<file path="src/hdl/cdod_pkg.sv">
package cdod_pkg;

  localparam int YEAR_W  = 14;
  localparam int MONTH_W = 4;
  localparam int DAY_W   = 5;
  localparam int ACC_W   = 17;

  localparam logic [YEAR_W-1:0]  YEAR_MAX   = 14'd9999;
  localparam logic [YEAR_W-1:0]  YEAR_OVER  = 14'd10000;
  localparam logic [MONTH_W-1:0] MONTH_JAN  = 4'd1;
  localparam logic [MONTH_W-1:0] MONTH_FEB  = 4'd2;
  localparam logic [MONTH_W-1:0] MONTH_DEC  = 4'd12;
  localparam logic [DAY_W-1:0]   DAY_FIRST  = 5'd1;
  localparam logic [DAY_W-1:0]   DAYS_LONG  = 5'd31;

  // Multiplicative inverse of 25 modulo 2^14 and the divisibility limit that goes with it.
  localparam logic [YEAR_W-1:0]  INV25      = 14'd7209;
  localparam logic [YEAR_W-1:0]  DIV25_LIM  = 14'd655;

  localparam logic OP_SHIFT = 1'b0;
  localparam logic OP_DIFF  = 1'b1;

  typedef enum logic [2:0] {
    ST_IDLE,
    ST_CHK_A,
    ST_CHK_B,
    ST_ORDER,
    ST_WALK,
    ST_FIN
  } state_t;

  typedef enum logic [1:0] {
    STEP_FWD,
    STEP_BACK,
    STEP_DIFF
  } step_mode_t;

  typedef struct packed {
    step_mode_t           mode;
    logic [YEAR_W-1:0]    year;
    logic [MONTH_W-1:0]   month;
    logic [DAY_W-1:0]     day;
    logic [ACC_W-1:0]     acc;
    logic [YEAR_W-1:0]    tgt_year;
    logic [MONTH_W-1:0]   tgt_month;
    logic [DAY_W-1:0]     tgt_day;
  } step_req_t;

  typedef struct packed {
    logic [YEAR_W-1:0]    year;
    logic [MONTH_W-1:0]   month;
    logic [DAY_W-1:0]     day;
    logic [ACC_W-1:0]     acc;
    logic                 fin;
    logic [DAY_W-1:0]     dim;
  } step_rsp_t;

  // Gregorian leap rule. Divisibility by 25 uses the modular inverse test, and
  // divisibility by 100 or 400 follows from it together with the low bits.
  function automatic logic is_leap(input logic [YEAR_W-1:0] y);
    logic [YEAR_W-1:0] p;
    logic              div25;
    p     = y * INV25;
    div25 = (p <= DIV25_LIM);
    return (y[1:0] == 2'b00) && (!div25 || (y[3:0] == 4'b0000));
  endfunction

  function automatic logic [DAY_W-1:0] month_days(input logic leap,
                                                  input logic [MONTH_W-1:0] m);
    logic [DAY_W-1:0] d;
    case (m)
      4'd1, 4'd3, 4'd5, 4'd7, 4'd8, 4'd10, 4'd12: d = 5'd31;
      4'd4, 4'd6, 4'd9, 4'd11:                    d = 5'd30;
      4'd2:                                       d = leap ? 5'd29 : 5'd28;
      default:                                    d = 5'd0;
    endcase
    return d;
  endfunction

endpackage

</file>
<file path="src/hdl/calendar_date_offset_and_difference_core.sv">
// Gregorian date engine. Each input beat carries a date and either a signed
// day offset (op 0, shift the date) or a second date (op 1, count the days
// between them). Exactly one result beat comes out per input beat. The block
// handles one item at a time: it walks the calendar one month per clock
// through a single shared month-step unit, so a shift walks through the
// month boundaries that it crosses, and a difference walks through the
// months between the two dates and stops where the running count passes
// the saturation bound. Invalid dates, years outside 1..9999, offsets beyond
// MAX_OFFSET and shifts that leave the year range set out_error with the
// date fields zero; a difference above min(MAX_OFFSET, 65535) saturates
// out_day_count and sets out_error while out_first_later stays meaningful.
// A finished result moves into an output register once that register is
// free, and the next input beat can be taken after that even if the result
// has not yet left.
module calendar_date_offset_and_difference_core #(
  parameter int MAX_OFFSET = 65535
) (
  input  logic               clk,
  input  logic               rst_n,

  input  logic               in_valid,
  output logic               in_stall,
  input  logic               in_op,
  input  logic [13:0]        in_year,
  input  logic [3:0]         in_month,
  input  logic [4:0]         in_day,
  input  logic signed [16:0] in_offset,
  input  logic [13:0]        in_other_year,
  input  logic [3:0]         in_other_month,
  input  logic [4:0]         in_other_day,

  output logic               out_valid,
  input  logic               out_stall,
  output logic [13:0]        out_year,
  output logic [3:0]         out_month,
  output logic [4:0]         out_day,
  output logic [15:0]        out_day_count,
  output logic               out_first_later,
  output logic               out_error
);
  import cdod_pkg::*;

  // The offset bound is compared at 23 bits; the difference
  // bound never exceeds the 16-bit count.
  localparam int               BOUND_INT = (MAX_OFFSET < 65535) ? MAX_OFFSET : 65535;
  localparam logic [22:0]      MaxOff    = 23'(MAX_OFFSET);
  localparam logic [ACC_W-1:0] Bound     = ACC_W'(BOUND_INT);

  state_t              state_r, state_nxt;
  logic                op_r, op_nxt;
  logic                back_r, back_nxt;
  logic [YEAR_W-1:0]   yr_r, yr_nxt;
  logic [MONTH_W-1:0]  mo_r, mo_nxt;
  logic [DAY_W-1:0]    dy_r, dy_nxt;
  logic [YEAR_W-1:0]   ty_r, ty_nxt;
  logic [MONTH_W-1:0]  tm_r, tm_nxt;
  logic [DAY_W-1:0]    td_r, td_nxt;
  logic [ACC_W-1:0]    acc_r, acc_nxt;
  logic                later_r, later_nxt;
  logic                err_r, err_nxt;

  logic                ovalid_r, ovalid_nxt;
  logic [13:0]         oyear_r, oyear_nxt;
  logic [3:0]          omonth_r, omonth_nxt;
  logic [4:0]          oday_r, oday_nxt;
  logic [15:0]         ocount_r, ocount_nxt;
  logic                olater_r, olater_nxt;
  logic                oerr_r, oerr_nxt;

  step_req_t           req;
  step_rsp_t           rsp;
  logic                date_ok;
  logic [ACC_W-1:0]    mag;
  logic                out_free;

  // The shared unit always works on the working date; the target date is
  // only consulted in difference mode.
  always_comb begin
    req.year      = yr_r;
    req.month     = mo_r;
    req.day       = dy_r;
    req.acc       = acc_r;
    req.tgt_year  = ty_r;
    req.tgt_month = tm_r;
    req.tgt_day   = td_r;
    if (op_r == OP_DIFF) begin
      req.mode = STEP_DIFF;
    end else if (back_r) begin
      req.mode = STEP_BACK;
    end else begin
      req.mode = STEP_FWD;
    end
  end

  cdod_step u_step (
    .req (req),
    .rsp (rsp)
  );

  assign date_ok = (yr_r != '0) && (yr_r <= YEAR_MAX) &&
                   (mo_r != '0) && (mo_r <= MONTH_DEC) &&
                   (dy_r != '0) && (dy_r <= rsp.dim);

  // Two's complement magnitude; the most negative offset yields 65536, which
  // still fits the unsigned 17-bit field.
  assign mag      = in_offset[16] ? (~in_offset + 17'd1) : in_offset;
  assign out_free = !ovalid_r || !out_stall;

  assign in_stall = (state_r != ST_IDLE);

  always_comb begin
    state_nxt  = state_r;
    op_nxt     = op_r;
    back_nxt   = back_r;
    yr_nxt     = yr_r;
    mo_nxt     = mo_r;
    dy_nxt     = dy_r;
    ty_nxt     = ty_r;
    tm_nxt     = tm_r;
    td_nxt     = td_r;
    acc_nxt    = acc_r;
    later_nxt  = later_r;
    err_nxt    = err_r;
    ovalid_nxt = ovalid_r && out_stall;
    oyear_nxt  = oyear_r;
    omonth_nxt = omonth_r;
    oday_nxt   = oday_r;
    ocount_nxt = ocount_r;
    olater_nxt = olater_r;
    oerr_nxt   = oerr_r;

    case (state_r)
      ST_IDLE: begin
        if (in_valid) begin
          op_nxt    = in_op;
          back_nxt  = in_offset[16];
          yr_nxt    = in_year;
          mo_nxt    = in_month;
          dy_nxt    = in_day;
          ty_nxt    = in_other_year;
          tm_nxt    = in_other_month;
          td_nxt    = in_other_day;
          acc_nxt   = (in_op == OP_SHIFT) ? mag : '0;
          later_nxt = 1'b0;
          err_nxt   = 1'b0;
          state_nxt = ST_CHK_A;
        end
      end
      ST_CHK_A: begin
        if (!date_ok) begin
          err_nxt   = 1'b1;
          state_nxt = ST_FIN;
        end else if (op_r == OP_SHIFT) begin
          if ({6'b0, acc_r} > MaxOff) begin
            err_nxt   = 1'b1;
            state_nxt = ST_FIN;
          end else begin
            state_nxt = ST_WALK;
          end
        end else begin
          // Swap so that the second date can be checked by the same unit.
          yr_nxt    = ty_r;
          mo_nxt    = tm_r;
          dy_nxt    = td_r;
          ty_nxt    = yr_r;
          tm_nxt    = mo_r;
          td_nxt    = dy_r;
          state_nxt = ST_CHK_B;
        end
      end
      ST_CHK_B: begin
        if (!date_ok) begin
          err_nxt   = 1'b1;
          state_nxt = ST_FIN;
        end else begin
          state_nxt = ST_ORDER;
        end
      end
      ST_ORDER: begin
        // The target now holds the first date. The walk always runs forward
        // from the earlier date, so swap back when the first date is not later.
        if ({ty_r, tm_r, td_r} > {yr_r, mo_r, dy_r}) begin
          later_nxt = 1'b1;
        end else begin
          yr_nxt = ty_r;
          mo_nxt = tm_r;
          dy_nxt = td_r;
          ty_nxt = yr_r;
          tm_nxt = mo_r;
          td_nxt = dy_r;
        end
        state_nxt = ST_WALK;
      end
      ST_WALK: begin
        if (op_r == OP_SHIFT) begin
          if (acc_r == '0) begin
            state_nxt = ST_FIN;
          end else begin
            yr_nxt  = rsp.year;
            mo_nxt  = rsp.month;
            dy_nxt  = rsp.day;
            acc_nxt = rsp.acc;
            if ((rsp.year == '0) || (rsp.year == YEAR_OVER)) begin
              err_nxt   = 1'b1;
              state_nxt = ST_FIN;
            end
          end
        end else begin
          yr_nxt  = rsp.year;
          mo_nxt  = rsp.month;
          dy_nxt  = rsp.day;
          acc_nxt = rsp.acc;
          if (rsp.acc > Bound) begin
            acc_nxt   = Bound;
            err_nxt   = 1'b1;
            state_nxt = ST_FIN;
          end else if (rsp.fin) begin
            state_nxt = ST_FIN;
          end
        end
      end
      ST_FIN: begin
        if (out_free) begin
          ovalid_nxt = 1'b1;
          if ((op_r == OP_SHIFT) && !err_r) begin
            oyear_nxt  = yr_r;
            omonth_nxt = mo_r;
            oday_nxt   = dy_r;
          end else begin
            oyear_nxt  = '0;
            omonth_nxt = '0;
            oday_nxt   = '0;
          end
          ocount_nxt = (op_r == OP_DIFF) ? acc_r[15:0] : 16'd0;
          olater_nxt = (op_r == OP_DIFF) ? later_r : 1'b0;
          oerr_nxt   = err_r;
          state_nxt  = ST_IDLE;
        end
      end
      default: begin
        state_nxt = ST_IDLE;
      end
    endcase
  end

  always_ff @(posedge clk) begin
    if (!rst_n) begin
      state_r  <= ST_IDLE;
      ovalid_r <= 1'b0;
    end else begin
      state_r  <= state_nxt;
      ovalid_r <= ovalid_nxt;
    end
  end

  always_ff @(posedge clk) begin
    op_r     <= op_nxt;
    back_r   <= back_nxt;
    yr_r     <= yr_nxt;
    mo_r     <= mo_nxt;
    dy_r     <= dy_nxt;
    ty_r     <= ty_nxt;
    tm_r     <= tm_nxt;
    td_r     <= td_nxt;
    acc_r    <= acc_nxt;
    later_r  <= later_nxt;
    err_r    <= err_nxt;
    oyear_r  <= oyear_nxt;
    omonth_r <= omonth_nxt;
    oday_r   <= oday_nxt;
    ocount_r <= ocount_nxt;
    olater_r <= olater_nxt;
    oerr_r   <= oerr_nxt;
  end

  assign out_valid       = ovalid_r;
  assign out_year        = oyear_r;
  assign out_month       = omonth_r;
  assign out_day         = oday_r;
  assign out_day_count   = ocount_r;
  assign out_first_later = olater_r;
  assign out_error       = oerr_r;

endmodule

</file>
<file path="src/hdl/cdod_step.sv">
module cdod_step (
  input  cdod_pkg::step_req_t req,
  output cdod_pkg::step_rsp_t rsp
);
  import cdod_pkg::*;

  logic                leap;
  logic [DAY_W-1:0]    dim;
  logic [DAY_W-1:0]    dim_prev;
  logic [DAY_W:0]      to_end;
  logic [MONTH_W-1:0]  next_month;
  logic [YEAR_W-1:0]   next_year;
  logic [MONTH_W-1:0]  prev_month;
  logic [YEAR_W-1:0]   prev_year;
  logic                same_month;

  always_comb begin
    leap       = is_leap(req.year);
    dim        = month_days(leap, req.month);
    dim_prev   = (req.month == MONTH_JAN) ? DAYS_LONG : month_days(leap, req.month - 4'd1);
    to_end     = {1'b0, dim} - {1'b0, req.day} + 6'd1;
    next_month = (req.month == MONTH_DEC) ? MONTH_JAN : req.month + 4'd1;
    next_year  = (req.month == MONTH_DEC) ? req.year + 14'd1 : req.year;
    prev_month = (req.month == MONTH_JAN) ? MONTH_DEC : req.month - 4'd1;
    prev_year  = (req.month == MONTH_JAN) ? req.year - 14'd1 : req.year;
    same_month = (req.year == req.tgt_year) && (req.month == req.tgt_month);

    rsp.year  = req.year;
    rsp.month = req.month;
    rsp.day   = req.day;
    rsp.acc   = req.acc;
    rsp.fin   = 1'b0;
    rsp.dim   = dim;

    case (req.mode)
      STEP_FWD: begin
        if (req.acc >= ACC_W'(to_end)) begin
          rsp.acc   = req.acc - ACC_W'(to_end);
          rsp.year  = next_year;
          rsp.month = next_month;
          rsp.day   = DAY_FIRST;
        end else begin
          rsp.acc = '0;
          rsp.day = req.day + req.acc[DAY_W-1:0];
        end
      end
      STEP_BACK: begin
        if (req.acc >= ACC_W'(req.day)) begin
          rsp.acc   = req.acc - ACC_W'(req.day);
          rsp.year  = prev_year;
          rsp.month = prev_month;
          rsp.day   = dim_prev;
        end else begin
          rsp.acc = '0;
          rsp.day = req.day - req.acc[DAY_W-1:0];
        end
      end
      STEP_DIFF: begin
        if (same_month) begin
          rsp.acc = req.acc + ACC_W'(req.tgt_day - req.day);
          rsp.day = req.tgt_day;
          rsp.fin = 1'b1;
        end else begin
          rsp.acc   = req.acc + ACC_W'(to_end);
          rsp.year  = next_year;
          rsp.month = next_month;
          rsp.day   = DAY_FIRST;
        end
      end
      default: begin
        rsp.fin = 1'b1;
      end
    endcase
  end

endmodule

</file>
<file path="config.mk">
export PLATFORM = sky130hd
export DESIGN_NAME = calendar_date_offset_and_difference_core
export DESIGN_NICKNAME = d
export VERILOG_FILES = /design/src/hdl/cdod_pkg.sv /design/src/hdl/calendar_date_offset_and_difference_core.sv /design/src/hdl/cdod_step.sv
export SDC_FILE = /design/constraint.sdc
export NUM_CORES = 1
export LEC_CHECK = 0
export BUFFER_PORTS_ARGS = -buffer_cell sky130_fd_sc_hd__clkbuf_2
export CORE_MARGIN = 2
export CORE_UTILIZATION = 55
export DETAILED_ROUTE_END_ITERATION = 10
export GPL_TIMING_DRIVEN = 0
export PLACE_DENSITY = 0.81
export SLEW_MARGIN = 20
export SYNTH_ARGS = -nofsm -noshare
export SYNTH_HDL_FRONTEND = slang
export SYNTH_HIERARCHICAL = 1
export SYNTH_SLANG_ARGS = --single-unit
</file>
<file path="constraint.sdc">
create_clock -name clk -period 9.9 [get_ports clk]
set_input_delay 0.99 -clock clk [delete_from_list [all_inputs] [get_ports clk]]
set_output_delay 0.99 -clock clk [all_outputs]
set_load 0.01 [all_outputs]
</file>
==> results of run 1 <==
[metrics by stage]
step	area (um^2)	cells	hold slack [ns]	utilization (%)	setup slack [ns]
after floorplan	11500	1307	0.503	-	1.67
after global routing	12900	1721	0.580	63.3	0.00739
after CTS	12800	1706	0.558	62.7	0.426
final	12900	1721	0.559	63.3	0.534
after global placement	12300	1687	0.494	60.6	0.543
after detailed placement	12400	1690	0.524	61.1	0.476
[cell usage in the layout (no fill, tap or decap), drive strengths merged, types with 5 or more instances in the layout]
master	instances
o41ai	5
nor2	67
nand4	6
a221oi	5
nor3	48
and2	20
and3	11
or2	10
o221ai	7
xor2	45
nor4	27
inv	111
or3	8
a211oi	31
buf	43
edfxtp	108
nor2b	32
a22oi	8
o21ai	95
a21oi	62
nand2	132
o211ai	11
a32oi	7
or4	7
a31oi	29
fa	18
nand2b	7
clkbuf	160
xnor2	40
o22ai	10
nand3	27
ha	125
o21a	11
a21boi	5
a21o	19
a2111oi	5
mux2i	9
o31ai	23
[state kept, by name, indices dropped and copies added, names as in the netlist, 3 cells and up]
register / cells
acc_r: 17
out_day_count: 16
out_year: 14
ty_r: 14
yr_r: 14
dy_r: 5
out_day: 5
td_r: 5
mo_r: 4
out_month: 4
tm_r: 4
state_r: 3
[cells by family (layout without fill, tap and decap cells)]
family                   count (synthesis)  after routing  share of synthesized area, %
AND/OR/NAND/NOR                        420            420                          19.0
AO/OA/AOI/OAI                          363            363                          21.2
buffers and inverters                  174            318                          6.51
adder cells (fa/ha/maj)                143            143                          16.8
flip-flops                             112            112                          29.0
XOR/XNOR                                86             86                          6.70
multiplexers                             9              9                         0.786
[cell type report]
cell class,count,area (um^2)
clock inverter,7,106
buffer,66,340
timing repair buffer,128,713
multi-input combinational,1021,7430
fill,1759,7480
inverter,108,405
sequential,112,3320
tap,270,338
clock buffer,9,225
[what timing repair did]
| item | in CTS | in global routing |
|---|---|---|
| endpoints found under the setup margin | 0 | 2 |
| buffers inserted | 0 | 15 |
| endpoints found under the hold margin | 0 | 0 |
[path summary, 6_finish.rpt]
| kind | from | slack [ns] | to |
|---|---|---|---|
| max | yr_r[1] | 0.53 | err_r |
| min | later_r | 0.56 | out_first_later |
| max reg2reg | yr_r[1] | 0.53 | err_r |
| min reg2reg | later_r | 0.56 | out_first_later |
[metal layers]
| metal | part of all wire (%) | track usage (%) | vias to the layer above |
|---|---|---|---|
| met5 | 0.020 | 0 | - |
| li1 | - | - | 5097 |
| met1 | 43 | 47.0 | 5222 |
| met3 | 11 | 6.07 | 73 |
| met4 | 2.3 | 9.48 | 2 |
| met2 | 43 | 47.4 | 637 |
==> impl_metrics.env, run 1 <==
export IMPL_synth_area_leaders="edfxtp_1 28%, ha_1 14%, nand2_1 4.3%"
export IMPL_r2r_cells=33
export IMPL_synthArstFlopShare_pct=0
export IMPL_hold_buffers=0
export IMPL_fin_crit_ns=9.37
export IMPL_yosysTopAreaCell="edfxtp_1"
export IMPL_finalClockSkew_ns=0.00866
export IMPL_path_class="register to register"
export IMPL_die_y_um=148
export IMPL_wl_um=35100
export IMPL_clockRootBuffer="clkbuf_16"
export IMPL_drtPass1Iterations=6
export IMPL_arrival_ns=9.41
export IMPL_setup_violations=0
export IMPL_core_area_um2=20400
export IMPL_fmaxAchievable_mhz=107
export IMPL_end_kind="register"
export IMPL_wl_per_cell_um=20.4
export IMPL_critPathLaunchType="register"
export IMPL_synth_area_um2=11500
export IMPL_layout_nets=1657
export IMPL_hold_viol_final=0
export IMPL_worst_path_max_fanout=10
export IMPL_track_usage_pct=31.8
export IMPL_syn_avg_cell_area_um2=8.76
export IMPL_cts_resized=0
export IMPL_fp_row_count=52
export IMPL_die_x_um=148
export IMPL_crit_slowest_cell="or4_4"
export IMPL_rsz0062_at_grt="no"
export IMPL_clockBufferDepth=2
export IMPL_syn_nets=1518
export IMPL_via_count=11000
export IMPL_grt_first_pass_wirelength_um=55400
export IMPL_max_stage_delay_ns=0.59
export IMPL_worst_hold_path_type="register to register"
export IMPL_synthToLayoutAreaGrowth_pct=12.5
export IMPL_grt_max_degree=26
export IMPL_start_util_pct=56.2
export IMPL_slew_headroom_pct=22.6
export IMPL_seq_area_frac_synth_pct=29.0
export IMPL_ys_types=93
export IMPL_crit_top_cell="ha_1"
export IMPL_dp_hpwl_um=27500
export IMPL_synth_edff_count=108
export IMPL_period_share_pct=94.6
export IMPL_synthCells=1307
export IMPL_drc=0
export IMPL_insertion_delay_ns=0.37
export IMPL_dieArea_um2=22000
export IMPL_final_max_slew_viol_count=0
export IMPL_cp_data_required_time_ns=9.95
export IMPL_ant_nets=0
export IMPL_cts_sinks=112
export IMPL_tns_ns=0
export IMPL_io_buffers=110
export IMPL_numCtsBuffers=9
export IMPL_tightest_slew_ns=1.16
export IMPL_worstHoldPathCells=1
export IMPL_cts_htree_levels=3
export IMPL_ys_ff_latch=112
export IMPL_cp_depth=33
export IMPL_antenna_found_initial=1
export IMPL_tritoncts="done"
export IMPL_io_pins=111
export IMPL_clkTransAtPathRegs_ns=0.08
export IMPL_gr_total_overflow=0
export IMPL_synth_commonest_cells="132 x nand2_1, 125 x ha_1, 108 x edfxtp_1"
export IMPL_status="complete, no violations"
export IMPL_drt_iter0_markers=1538
export IMPL_routed_via_density=6.41
export IMPL_path_delay_family="adder cells"
export IMPL_yosysWarnings=6
export IMPL_num_antenna_cells=0
export IMPL_ys_flop_type="edfxtp_1"
export IMPL_crit_buf_inv=3
export IMPL_post_synth_top_count_cell="nand2_1"
export IMPL_maxCapViolCount=0
export IMPL_gp_congestion=0.989
export IMPL_netlist_area_leader_share_pct=28.3
export IMPL_grt_pass1_vias=10500
export IMPL_drive_above_1_share_pct=14.3
Power of run 1 is left out: the tool's default activity adds up to more than one toggle a clock period on the data nets, which glitch-free logic cannot reach.
==> run 2, diff against run 1 <==
CORE_UTILIZATION = 63   (was 55)
CTS_BUF_LIST = sky130_fd_sc_hd__clkbuf_8   (was not set)
PLACE_DENSITY = 0.9   (was 0.81)
clock period = 9.45 ns   (was 9.9 ns; I/O delays follow)
==> run 2 against run 1 <==
Against the previous run: critical endpoint unchanged; worst setup slack got worse by 0.13 ns; fmax is 3.5% higher; critical path type unchanged; clock-buffer cell count stayed put; critical path depth unchanged.
==> impl_metrics.env, run 2 (synthesis results as in run 1) <==
export IMPL_largest_reg_flops=17
export IMPL_fp_row_count=49
export IMPL_worst_path_max_fanout=10
export IMPL_mostFrequentLayoutCell="nand2_1"
export IMPL_ant_nets=0
export IMPL_fillerInstances=1342
export IMPL_wl_per_cell_um=21.1
export IMPL_layout_common_cells="132 x nand2_1, 125 x ha_1, 110 x clkbuf_2"
export IMPL_start_util_pct=64.0
export IMPL_drtPass1Iterations=6
export IMPL_drc=0
export IMPL_via_count=11200
export IMPL_fmaxAchievable_mhz=110
export IMPL_r2r_cells=33
export IMPL_num_antenna_cells=0
export IMPL_cts_htree_levels=3
export IMPL_io_buffers=110
export IMPL_dieArea_um2=19300
export IMPL_cts_sinks=112
export IMPL_critPathLaunchType="register"
export IMPL_dp_hpwl_um=27700
export IMPL_crit_top_cell="ha_1"
export IMPL_place_inst=1649
export IMPL_routed_via_density=6.67
export IMPL_post_route_util_pct=71.3
export IMPL_die_y_um=139
export IMPL_top_register="acc_r"
export IMPL_gr_total_overflow=0
export IMPL_clockRootBuffer="clkbuf_8"
export IMPL_slew_headroom_pct=27.5
export IMPL_gp_congestion=0.980
export IMPL_final_cells=1681
export IMPL_maxCapViolCount=0
export IMPL_grt_pass1_vias=10500
export IMPL_insertion_delay_ns=0.40
export IMPL_core_area_um2=17900
export IMPL_final_max_slew_viol_count=0
export IMPL_drt_iter0_markers=1414
export IMPL_regArea_um2=3320
export IMPL_cp_data_required_time_ns=9.54
export IMPL_arrival_ns=9.14
export IMPL_layout_nets=1658
export IMPL_io_pins=111
export IMPL_multi_input_area_um2=7460
export IMPL_hold_viol_final=0
export IMPL_worstHoldPathCells=1
export IMPL_period_share_pct=95.8
export IMPL_dp_worst_setup_slack_ns=0.102
export IMPL_grt_first_pass_wirelength_um=55900
export IMPL_finalClockSkew_ns=0.0181
export IMPL_antenna_found_initial=1
export IMPL_ff2ff_setup_slack_ns=0.40
export IMPL_setup_violations=0
export IMPL_tightest_slew_ns=1.09
export IMPL_max_stage_delay_ns=0.59
export IMPL_setup_slack_ns=0.399
export IMPL_worst_hold_path_type="register to register"
export IMPL_clockBufferDepth=2
export IMPL_drive_above_1_share_pct=14.5
export IMPL_numCtsBuffers=9
export IMPL_crit_slowest_cell="or4_4"
export IMPL_hold_buffers=0
export IMPL_end_kind="register"
export IMPL_tritoncts="done"
export IMPL_clkTransAtPathRegs_ns=0.13
export IMPL_wl_um=35500
export IMPL_status="complete, no violations"
export IMPL_path_class="register to register"
export IMPL_die_x_um=139
export IMPL_grt_max_degree=25
export IMPL_fin_crit_ns=9.05
export IMPL_synthToLayoutAreaGrowth_pct=11.4
export IMPL_track_usage_pct=36.2
==> run 2: cell types whose count changed in the layout (fill, tap and decap cells not counted), sizes merged <==
cell,previous run,this run
clkinv,2,3
clkinvlp,1,0
buf,43,44
==> run 2: worst max-delay path: cells and delay by family, from the launching register on <==
kind / cells / cell delay [ns]
adders and majority gates: 10 / 3.56
and+or+nand+nor: 7 / 2.06
AOI/OAI and AO/OA: 9 / 1.82
xor gates and xnor gates: 3 / 0.50
DFF: 1 / 0.39
buffers and inverters: 3 / 0.30
muxes: 1 / 0.12
==> run 2: routing by layer <==
metal / track usage, % / up-vias / wire length (um)
met5: 0 / - / 13
met4: 11.2 / 2 / 1000
met3: 7.01 / 80 / 4530
met2: 55.1 / 790 / 15500
met1: 52.6 / 5249 / 14500
li1: - / 5084 / -
==> run 2: area by class of cell <==
class | instances | area share (%)
Tap cell | 229 | 2.24
Sequential cell | 112 | 26.0
Timing Repair Buffer | 129 | 5.65
Clock buffer | 9 | 0.970
Clock inverter | 7 | 0.784
Buffer | 66 | 2.67
Inverter | 108 | 3.18
Multi-Input combinational cell | 1021 | 58.5
==> run 2: through the flow <==
stage	hold WS, ns	setup TNS [ns]	cell area [um^2]
global route	0.615	-0.227	12800
CTS	0.569	0	12600
detailed placement	0.544	0	12400
finish	0.570	0	12800
floorplan	0.503	0	11500
global placement	0.501	0	12300
==> run 2: worst paths after layout <==
kind                start               to
setup reg to reg  yr_r[0]            err_r
hold reg to reg   later_r  out_first_later
setup / recovery  yr_r[0]            err_r
hold / removal    later_r  out_first_later
==> run 2: timing repair <==
action,in CTS,in global routing
buffers inserted,0,16
resized for setup,0,5
setup endpoints to repair,0,19
Power of run 2 is left out for the same reason.
